===== config.mk =====
export PLATFORM = sky130hd
export DESIGN_NAME = rate_pid_filtered_derivative_core
export DESIGN_NICKNAME = d
export VERILOG_FILES = /design/src/design/rpfd_pkg.sv /design/src/design/rate_pid_filtered_derivative_core.sv
export SDC_FILE = /design/constraint.sdc
export NUM_CORES = 2
export LEC_CHECK = 0
export BUFFER_PORTS_ARGS = -buffer_cell sky130_fd_sc_hd__buf_2
export CAP_MARGIN = 10
export CORE_ASPECT_RATIO = 0.6
export CORE_MARGIN = 2
export CORE_UTILIZATION = 40
export CTS_BUF_LIST = sky130_fd_sc_hd__clkbuf_4
export CTS_CLUSTER_DIAMETER = 30
export DETAILED_ROUTE_END_ITERATION = 8
export PLACE_DENSITY = 0.52
export SETUP_SLACK_MARGIN = 0.05
export SYNTH_ARGS = -nofsm -noshare
export SYNTH_HDL_FRONTEND = slang
export SYNTH_SLANG_ARGS = --single-unit

===== constraint.sdc =====
create_clock -name aclk -period 13.4 [get_ports aclk]
set_input_delay 0.67 -clock aclk [delete_from_list [all_inputs] [get_ports aclk]]
set_output_delay 0.67 -clock aclk [all_outputs]
set_load 0.02 [all_outputs]

===== src/design/rpfd_pkg.sv =====
// ----------------------------------------------------------------------------
// rpfd_pkg
// Shared widths, register indexes and sequencer states for the rate PID core.
// ----------------------------------------------------------------------------
package rpfd_pkg;

    localparam int unsigned CfgIdxW  = 3;
    localparam int unsigned CfgDataW = 31;

    localparam int unsigned McandW = 42;
    localparam int unsigned MplierW = 26;
    localparam int unsigned AccW   = McandW + 1;
    localparam int unsigned ProdW  = AccW + MplierW;

    localparam int unsigned DvdW = 49;
    localparam int unsigned CntW = 6;

    typedef enum logic [CfgIdxW-1:0] {
        CFG_FF_GAIN   = 3'd0,
        CFG_P_GAIN    = 3'd1,
        CFG_I_GAIN    = 3'd2,
        CFG_D_GAIN    = 3'd3,
        CFG_D_COEF    = 3'd4,
        CFG_I_LIMIT   = 3'd5,
        CFG_ERR_LIMIT = 3'd6,
        CFG_THR_MIN   = 3'd7
    } cfg_idx_t;

    typedef enum logic [3:0] {
        ST_IDLE,
        ST_MUL_ERRDT,
        ST_DIV,
        ST_MUL_FA,
        ST_MUL_FB,
        ST_MUL_KI,
        ST_MUL_KD,
        ST_MUL_KP,
        ST_MUL_FF,
        ST_FINISH
    } state_t;

endpackage


===== src/design/rate_pid_filtered_derivative_core.sv =====
// ----------------------------------------------------------------------------
// rate_pid_filtered_derivative_core
// One axis rate PID, Q16.16, with clamped integral and low-pass derivative.
// ----------------------------------------------------------------------------
//  channel  | direction | handshake         | payload
//  s_       | in        | s_valid / s_ready | target, measured, time step, throttle, armed
//  m_       | out       | m_valid / m_ready | drive, integrating
//  cfg_     | in        | cfg_we            | cfg_index, cfg_wdata
//
// One request runs seven multiplies on the shared shift-add multiplier (one bit
// per cycle), one division on the restoring divider (one quotient bit per
// cycle) and a finish step; the next request is taken only after the finish
// step. The finish step waits while an earlier result is still held, so a
// stalled output stretches the request.
// s_ready is high only between requests; the result register lets the next
// request in while a result waits. Synchronous active-low reset clears the
// state and loads the register defaults.
// ----------------------------------------------------------------------------
module rate_pid_filtered_derivative_core (
    input  logic                          aclk,
    input  logic                          aresetn,
    input  logic                          cfg_we,
    input  logic [rpfd_pkg::CfgIdxW-1:0]  cfg_index,
    input  logic [rpfd_pkg::CfgDataW-1:0] cfg_wdata,
    input  logic                          s_valid,
    output logic                          s_ready,
    input  logic signed [31:0]            s_target_rate,
    input  logic signed [31:0]            s_measured_rate,
    input  logic [15:0]                   s_time_step,
    input  logic [11:0]                   s_throttle_level,
    input  logic                          s_armed,
    output logic                          m_valid,
    input  logic                          m_ready,
    output logic signed [31:0]            m_drive,
    output logic                          m_integrating
);
    import rpfd_pkg::*;

    logic [23:0] kf_reg, ki_reg, kd_reg;
    logic [25:0] kp_reg;
    logic [16:0] coef_reg;
    logic [30:0] ilim_reg, elim_reg;
    logic [11:0] tmin_reg;

    state_t state_reg, state_next;
    logic [CntW-1:0] cnt_reg;

    logic signed [31:0] integral_reg, prev_neg_reg, filt_reg;
    logic signed [31:0] target_reg, measured_reg;
    logic [15:0] dt_reg;
    logic [11:0] thr_reg;
    logic        armed_reg;
    logic signed [32:0] err_reg;
    logic               diff_neg_reg;

    logic signed [McandW-1:0] mcand_reg;
    logic signed [AccW-1:0]   hi_reg;
    logic [MplierW-1:0]       lo_reg;
    logic signed [49:0]       pa_reg;
    logic signed [41:0]       br_reg;
    logic signed [52:0]       pt_reg;
    logic signed [31:0]       drv_reg;

    logic [15:0]     rem_reg;
    logic [DvdW-1:0] dvd_reg;

    logic               m_valid_reg;
    logic signed [31:0] m_drive_reg;
    logic               m_integrating_reg;

    logic last;
    logic out_free;
    logic s_accept;

    // multiplier step
    logic signed [AccW-1:0]  mul_add;
    logic signed [AccW-1:0]  hi_next;
    logic [MplierW-1:0]      lo_next;
    logic signed [ProdW-1:0] prod;
    logic signed [52:0]      prod_sh;

    // divider step
    logic [17:0]     trial;
    logic            ge;
    logic [15:0]     rem_next;
    logic [DvdW-1:0] dvd_next;

    logic signed [33:0] isum, ilim34;
    logic signed [31:0] int_new;
    logic [32:0]        abs_err;
    logic signed [31:0] neg_meas;
    logic signed [32:0] diff;
    logic [32:0]        abs_diff;
    logic [15:0]        dt_eff;
    logic signed [31:0] rate;
    logic [16:0]        coef_c;
    logic [16:0]        coef_inv;
    logic signed [50:0] fsum;
    logic signed [41:0] br_sum;
    logic signed [53:0] dsum;
    logic signed [31:0] dsat;
    logic [31:0]        abs_int;

    assign last     = (cnt_reg == '0);
    assign out_free = !m_valid_reg || m_ready;
    assign s_ready  = (state_reg == ST_IDLE);
    assign s_accept = s_valid && s_ready;

    assign mul_add = lo_reg[0] ? hi_reg + {mcand_reg[McandW-1], mcand_reg} : hi_reg;
    assign hi_next = {mul_add[AccW-1], mul_add[AccW-1:1]};
    assign lo_next = {mul_add[0], lo_reg[MplierW-1:1]};
    assign prod    = {hi_next, lo_next};
    assign prod_sh = prod[ProdW-1:16];

    assign trial    = {1'b0, rem_reg, dvd_reg[DvdW-1]} - {2'b00, dt_reg};
    assign ge       = !trial[17];
    assign rem_next = ge ? trial[15:0] : {rem_reg[14:0], dvd_reg[DvdW-1]};
    assign dvd_next = {dvd_reg[DvdW-2:0], ge};

    always_comb begin
        isum   = {{2{integral_reg[31]}}, integral_reg} + prod_sh[33:0];
        ilim34 = {3'b000, ilim_reg};
        if (isum > ilim34) begin
            isum = ilim34;
        end
        if (isum < -ilim34) begin
            isum = -ilim34;
        end
        abs_err = err_reg[32] ? 33'(-err_reg) : 33'(err_reg);
        int_new = isum[31:0];
        if ((abs_err > {2'b00, elim_reg}) || (thr_reg < tmin_reg) || !armed_reg) begin
            int_new = '0;
        end

        neg_meas = (measured_reg == 32'sh8000_0000) ? 32'sh7fff_ffff : -measured_reg;
        diff     = {neg_meas[31], neg_meas} - {prev_neg_reg[31], prev_neg_reg};
        abs_diff = diff[32] ? 33'(-diff) : 33'(diff);
        dt_eff   = (s_time_step == '0) ? 16'd1 : s_time_step;

        if (!diff_neg_reg) begin
            rate = (dvd_next > DvdW'(32'h7fff_ffff)) ? 32'sh7fff_ffff
                                                     : 32'(dvd_next);
        end else begin
            rate = (dvd_next > DvdW'(33'h0_8000_0000)) ? 32'sh8000_0000
                                                       : -(32'(dvd_next));
        end

        coef_c   = (coef_reg > 17'h10000) ? 17'h10000 : coef_reg;
        coef_inv = 17'h10000 - coef_c;
        fsum     = {pa_reg[49], pa_reg} + {prod[49], prod[49:0]};
        br_sum   = br_reg + {prod_sh[40], prod_sh[40:0]};
        dsum     = {{13{prod_sh[40]}}, prod_sh[40:0]} + {pt_reg[52], pt_reg};
        if (dsum > 54'sh7fff_ffff) begin
            dsat = 32'sh7fff_ffff;
        end else if (dsum < -54'sh8000_0000) begin
            dsat = 32'sh8000_0000;
        end else begin
            dsat = dsum[31:0];
        end
        abs_int = integral_reg[31] ? 32'(-integral_reg) : 32'(integral_reg);
    end

    always_ff @(posedge aclk) begin
        if (!aresetn) begin
            kf_reg   <= '0;
            kp_reg   <= 26'd2523136;
            ki_reg   <= 24'd33;
            kd_reg   <= 24'd33;
            coef_reg <= 17'd13107;
            ilim_reg <= 31'd196608;
            elim_reg <= 31'd205783;
            tmin_reg <= 12'd100;
        end else if (cfg_we) begin
            case (cfg_idx_t'(cfg_index))
                CFG_FF_GAIN:   kf_reg   <= cfg_wdata[23:0];
                CFG_P_GAIN:    kp_reg   <= cfg_wdata[25:0];
                CFG_I_GAIN:    ki_reg   <= cfg_wdata[23:0];
                CFG_D_GAIN:    kd_reg   <= cfg_wdata[23:0];
                CFG_D_COEF:    coef_reg <= cfg_wdata[16:0];
                CFG_I_LIMIT:   ilim_reg <= cfg_wdata[30:0];
                CFG_ERR_LIMIT: elim_reg <= cfg_wdata[30:0];
                CFG_THR_MIN:   tmin_reg <= cfg_wdata[11:0];
                default: ;
            endcase
        end
    end

    always_ff @(posedge aclk) begin
        if (!aresetn) begin
            state_reg <= ST_IDLE;
        end else begin
            state_reg <= state_next;
        end
    end

    always_comb begin
        state_next = state_reg;
        case (state_reg)
            ST_IDLE:      if (s_accept) state_next = ST_MUL_ERRDT;
            ST_MUL_ERRDT: if (last) state_next = ST_DIV;
            ST_DIV:       if (last) state_next = ST_MUL_FA;
            ST_MUL_FA:    if (last) state_next = ST_MUL_FB;
            ST_MUL_FB:    if (last) state_next = ST_MUL_KI;
            ST_MUL_KI:    if (last) state_next = ST_MUL_KD;
            ST_MUL_KD:    if (last) state_next = ST_MUL_KP;
            ST_MUL_KP:    if (last) state_next = ST_MUL_FF;
            ST_MUL_FF:    if (last) state_next = ST_FINISH;
            ST_FINISH:    if (out_free) state_next = ST_IDLE;
            default:      state_next = ST_IDLE;
        endcase
    end

    always_ff @(posedge aclk) begin
        if (!aresetn) begin
            integral_reg <= '0;
            prev_neg_reg <= '0;
            filt_reg     <= '0;
            cnt_reg      <= '0;
        end else begin
            if (state_reg != ST_IDLE && state_reg != ST_DIV && state_reg != ST_FINISH
                    && !last) begin
                hi_reg  <= hi_next;
                lo_reg  <= lo_next;
                cnt_reg <= cnt_reg - 1'b1;
            end
            if (state_reg == ST_DIV && !last) begin
                rem_reg <= rem_next;
                dvd_reg <= dvd_next;
                cnt_reg <= cnt_reg - 1'b1;
            end
            case (state_reg)
                ST_IDLE: begin
                    if (s_accept) begin
                        target_reg   <= s_target_rate;
                        measured_reg <= s_measured_rate;
                        dt_reg       <= dt_eff;
                        thr_reg      <= s_throttle_level;
                        armed_reg    <= s_armed;
                        err_reg      <= {s_target_rate[31], s_target_rate}
                                      - {s_measured_rate[31], s_measured_rate};
                        mcand_reg    <= McandW'($signed({s_target_rate[31], s_target_rate}
                                      - {s_measured_rate[31], s_measured_rate}));
                        hi_reg       <= '0;
                        lo_reg       <= MplierW'(s_time_step);
                        cnt_reg      <= CntW'(MplierW - 1);
                    end
                end
                ST_MUL_ERRDT: begin
                    if (last) begin
                        integral_reg <= int_new;
                        prev_neg_reg <= neg_meas;
                        diff_neg_reg <= diff[32];
                        rem_reg      <= '0;
                        dvd_reg      <= {abs_diff, 16'h0000};
                        cnt_reg      <= CntW'(DvdW - 1);
                    end
                end
                ST_DIV: begin
                    if (last) begin
                        mcand_reg <= McandW'(rate);
                        hi_reg    <= '0;
                        lo_reg    <= MplierW'(coef_c);
                        cnt_reg   <= CntW'(MplierW - 1);
                    end
                end
                ST_MUL_FA: begin
                    if (last) begin
                        pa_reg    <= prod[49:0];
                        mcand_reg <= McandW'(filt_reg);
                        hi_reg    <= '0;
                        lo_reg    <= MplierW'(coef_inv);
                        cnt_reg   <= CntW'(MplierW - 1);
                    end
                end
                ST_MUL_FB: begin
                    if (last) begin
                        filt_reg  <= fsum[47:16];
                        mcand_reg <= McandW'(integral_reg);
                        hi_reg    <= '0;
                        lo_reg    <= MplierW'(ki_reg);
                        cnt_reg   <= CntW'(MplierW - 1);
                    end
                end
                ST_MUL_KI: begin
                    if (last) begin
                        br_reg    <= 42'(err_reg) + {prod_sh[40], prod_sh[40:0]};
                        mcand_reg <= McandW'(filt_reg);
                        hi_reg    <= '0;
                        lo_reg    <= MplierW'(kd_reg);
                        cnt_reg   <= CntW'(MplierW - 1);
                    end
                end
                ST_MUL_KD: begin
                    if (last) begin
                        mcand_reg <= br_sum;
                        hi_reg    <= '0;
                        lo_reg    <= kp_reg;
                        cnt_reg   <= CntW'(MplierW - 1);
                    end
                end
                ST_MUL_KP: begin
                    if (last) begin
                        pt_reg    <= prod_sh;
                        mcand_reg <= McandW'(target_reg);
                        hi_reg    <= '0;
                        lo_reg    <= MplierW'(kf_reg);
                        cnt_reg   <= CntW'(MplierW - 1);
                    end
                end
                ST_MUL_FF: begin
                    if (last) begin
                        drv_reg <= dsat;
                    end
                end
                default: ;
            endcase
        end
    end

    always_ff @(posedge aclk) begin
        if (!aresetn) begin
            m_valid_reg <= 1'b0;
        end else if (state_reg == ST_FINISH && out_free) begin
            m_valid_reg       <= 1'b1;
            m_drive_reg       <= drv_reg;
            m_integrating_reg <= (abs_int >= 32'd3277);
        end else if (m_ready) begin
            m_valid_reg <= 1'b0;
        end
    end

    assign m_valid       = m_valid_reg;
    assign m_drive       = m_drive_reg;
    assign m_integrating = m_integrating_reg;

    a_busy_after_accept: assert property (@(posedge aclk) disable iff (!aresetn)
        s_valid && s_ready |=> !s_ready)
        else $error("input taken twice");

    a_result_from_finish: assert property (@(posedge aclk) disable iff (!aresetn)
        $rose(m_valid) |-> $past(state_reg == ST_FINISH))
        else $error("result without finished request");

    a_mul_count: assert property (@(posedge aclk) disable iff (!aresetn)
        (state_reg == ST_MUL_KP) |-> (cnt_reg < CntW'(MplierW)))
        else $error("multiplier count out of range");

endmodule


==> results_dict.tcl <==
set metrics [dict create \
    synth-edff-count 510 \
    cellLeakagePower_nw 24.6 \
    worstSetupPathType "flip-flop to flip-flop" \
    groute.usage.overall_pct 29.0 \
    max_clock_freq_ghz 0.0894 \
    tritoncts.num_buffers 218 \
    placedCellCount 8027 \
    whs_ps 116 \
    ys_seq_elements 806 \
    busiest_layer "met1" \
    grtUsageMet2_pct 36.9 \
    drc 0 \
    critPathRequiredTime_ps 14490 \
    drt_pass1_iterations 8 \
    grt_start_max_net_pins 98 \
    core.rowCount 105 \
    core_region_area_mm2 0.137 \
    post_synth_inst_count 6257 \
    cts_root_buffer "sky130_fd_sc_hd__clkbuf_4" \
    clk_path_buf_depth 3 \
    most_used_cell_along_the_critical_path "sky130_fd_sc_hd__a21oi_1" \
    start_util_pct 40.4 \
    final.setup.tns_ps 0 \
    setup_viol 0 \
    crit_path_max_fanout 34 \
    outcome "complete, no violations" \
    maxSlewViolCount 0 \
    worst-slew-pin-transition_ps 1290 \
    slowest_delay_ps 970 \
    antenna_found_initial 9 \
    place_worst_setup_slack_ps 2400 \
    max_slew_margin_pct 13.9 \
    synthDistinctLibCells 98 \
    async_reset_ff_share_pct 0 \
    detail-route-antenna-nets 0 \
    postCtsResizedCells 0 \
    postSynth.topFlopCell "sky130_fd_sc_hd__edfxtp_1" \
    detailroute.via_count 50573 \
    die_x_um 484 \
    drt-total-wl_um 209000 \
    area.growth.synth_to_final_pct 13.2 \
    clock-sinks 806 \
    post_drt_wl_per_cell_um 24.3 \
    yosys_warnings 0 \
    finalWorstPathRequiredPeriod_ps 11180 \
    synth.net_count 6848 \
    finalHoldViolations 0 \
    fin_cells 8595 \
    rsz0062_at_grt "false" \
    globalRouteMet1Util_pct 46.6 \
    first_iteration_detailed_routing_drc_count 6196 \
    min_path_type "primary input to flip-flop" \
    flip_flop_count_of_the_largest_register_after_layout 52 \
    grt_pass1_wl_um 308000 \
    via_per_instance_ratio 5.88 \
    final.setup_skew_ps 158 \
    dpl.hpwl_um 157000 \
    synth_sequential_area_ratio_pct 38.4 \
    cts_tree "built" \
    critical_path.endpoint_type "flip-flop" \
    final.setup.worst_slack_ps 2220 \
    first_global_vias 46130 \
    timing.max_cap.violations 0 \
    die_area_mm2 0.141 \
    synth.avg_cell_area_um2 8.84 \
    cts-htree-levels 4 \
    globalRouteMet3Util_pct 7.84 \
    drive_gt1_share_pct 11.2 \
    critical_path.startpoint_type "flip-flop" \
    die_y_um 292 \
    ff2ff_setup_slack_ps 2220 \
    globalRouteOverflowTotal 0 \
    critical-path-slowest-cell "sky130_fd_sc_hd__nor3_4" \
    buffer_ports.inserted 166 \
    mappedNetlistArea_mm2 0.0553 \
    vdd_drop_max_mv 0.133 \
    clkLatencyLatePin_ps 1350 \
    clkSlewWorstSetupHoldPaths_ps 80 \
    io_pins 167 \
    gp_congestion 0.974 \
    period_share_pct 83.5 \
    worst_ep_arrival_time_ps 12280 \
    pwr_density_cell_mw_per_mm2 261 \
    nets 7170 \
]
-- kinds of logic after synthesis --
family,synth area share (%)
compound gates,22.2
simple gates,16.6
buf+inv,4.07
mux,2.01
fa+ha+maj,10.5
flops,38.4
xor+xnor,6.19
-- synth_stat cells, types with 68 or more instances --
master,n,area (um2)
sky130_fd_sc_hd__nor2_1,368,1380
sky130_fd_sc_hd__o21ai_0,369,1850
sky130_fd_sc_hd__clkbuf_1,258,968
sky130_fd_sc_hd__xor2_1,114,998
sky130_fd_sc_hd__a21oi_1,635,3180
sky130_fd_sc_hd__xnor2_1,277,2430
sky130_fd_sc_hd__inv_1,275,1030
sky130_fd_sc_hd__nand2b_1,69,432
sky130_fd_sc_hd__o21a_1,75,563
sky130_fd_sc_hd__nor3_1,132,661
sky130_fd_sc_hd__a211oi_1,68,510
sky130_fd_sc_hd__nand2_1,906,3400
sky130_fd_sc_hd__nand3_1,122,611
sky130_fd_sc_hd__ha_1,451,5640
sky130_fd_sc_hd__dfxtp_1,296,5930
sky130_fd_sc_hd__a21o_1,169,1270
sky130_fd_sc_hd__nand4_1,77,482
sky130_fd_sc_hd__edfxtp_1,510,15300
-- worst max-delay path, delay by kind of cell, from the launching register on --
family	cells	cell delay, ps
AO/OA/AOI/OAI	19	4460
XOR/XNOR	2	290
adder cells (fa/ha/maj)	4	1300
buffers and inverters	1	450
flip-flops	1	450
multiplexers	3	920
AND/OR/NAND/NOR	11	3140
-- routing by layer --
metal	routed length (um)	part of all wire, %	vias to the layer above
met3	24100	12	239
li1	-	-	23819
met1	104000	50	24160
met4	3600	1.7	2
met2	76900	37	2353
met5	8	0.0038	-
-- path summary, 6_finish.rpt --
path / start / end / cells past startpoint
worst max-delay path: hi_reg[1] / integral_reg[8] / 40
worst min-delay path: s_throttle_level[7] / thr_reg[7] / 2
worst max register to register: hi_reg[1] / integral_reg[8] / 40
worst min register to register: drv_reg[0] / m_drive[0] / 0
-- through the flow --
step | area, um2 | power [W] | util [%]
2_1_floorplan | 55300 | 0.0107 | -
3_3_place_gp | 58100 | 0.0136 | 42.4
3_5_place_dp | 58100 | 0.0136 | 42.4
4_1_cts | 62600 | 0.0162 | 45.7
5_1_grt | 62600 | 0.0176 | 45.7
6_report | 62600 | 0.0163 | 45.7
-- layout make-up --
| class | count | area [um2] |
|---|---|---|
| fill | 13459 | 74300 |
| multi-input combinational | 4866 | 32000 |
| sequential | 806 | 21200 |
| timing repair buffer | 410 | 3050 |
| tap | 1819 | 2280 |
| clock buffer | 303 | 2270 |
| inverter | 277 | 1040 |
| clock inverter | 102 | 723 |
| antenna | 12 | 30.0 |
-- cells in the final DEF, fill, tap and decap left out, drive strengths merged, types with 19 or more instances in the layout --
cell type / count
a21oi: 635
or3: 49
mux2: 45
ha: 451
dlygate4sd3: 150
nor2: 369
a221oi: 37
a22o: 36
and2: 37
clkbuf: 304
edfxtp: 510
o31ai: 48
a22oi: 37
nand3: 122
o21ai: 404
o311ai: 35
inv: 283
xnor2: 277
a21o: 169
nand2: 907
nand2b: 69
nor4: 49
xor2: 114
o21a: 75
a221o: 29
o21bai: 46
and3: 45
buf: 259
or4: 21
o211ai: 49
a31oi: 54
nor3: 134
a211oi: 72
o22ai: 19
nor2b: 63
mux2i: 33
dfxtp: 296
nand4: 77
or2: 19
clkinv: 84
-- what timing repair did --
| action | CTS | global route |
|---|---|---|
| setup buffers | 0 | 0 |
| hold buffers | 150 | 0 |
| endpoints found under the hold margin | 386 | 0 |
-- report_power, final --
| part | internal, W | leakage, nW | switching, W | total (W) |
|---|---|---|---|---|
| Clock | 0.00124 | 1.78 | 0.00122 | 0.00246 |
| Sequential | 0.00336 | 7.16 | 0.000365 | 0.00373 |
| Combinational | 0.00373 | 15.6 | 0.00641 | 0.0101 |
Power figures use the tool's default switching activity.
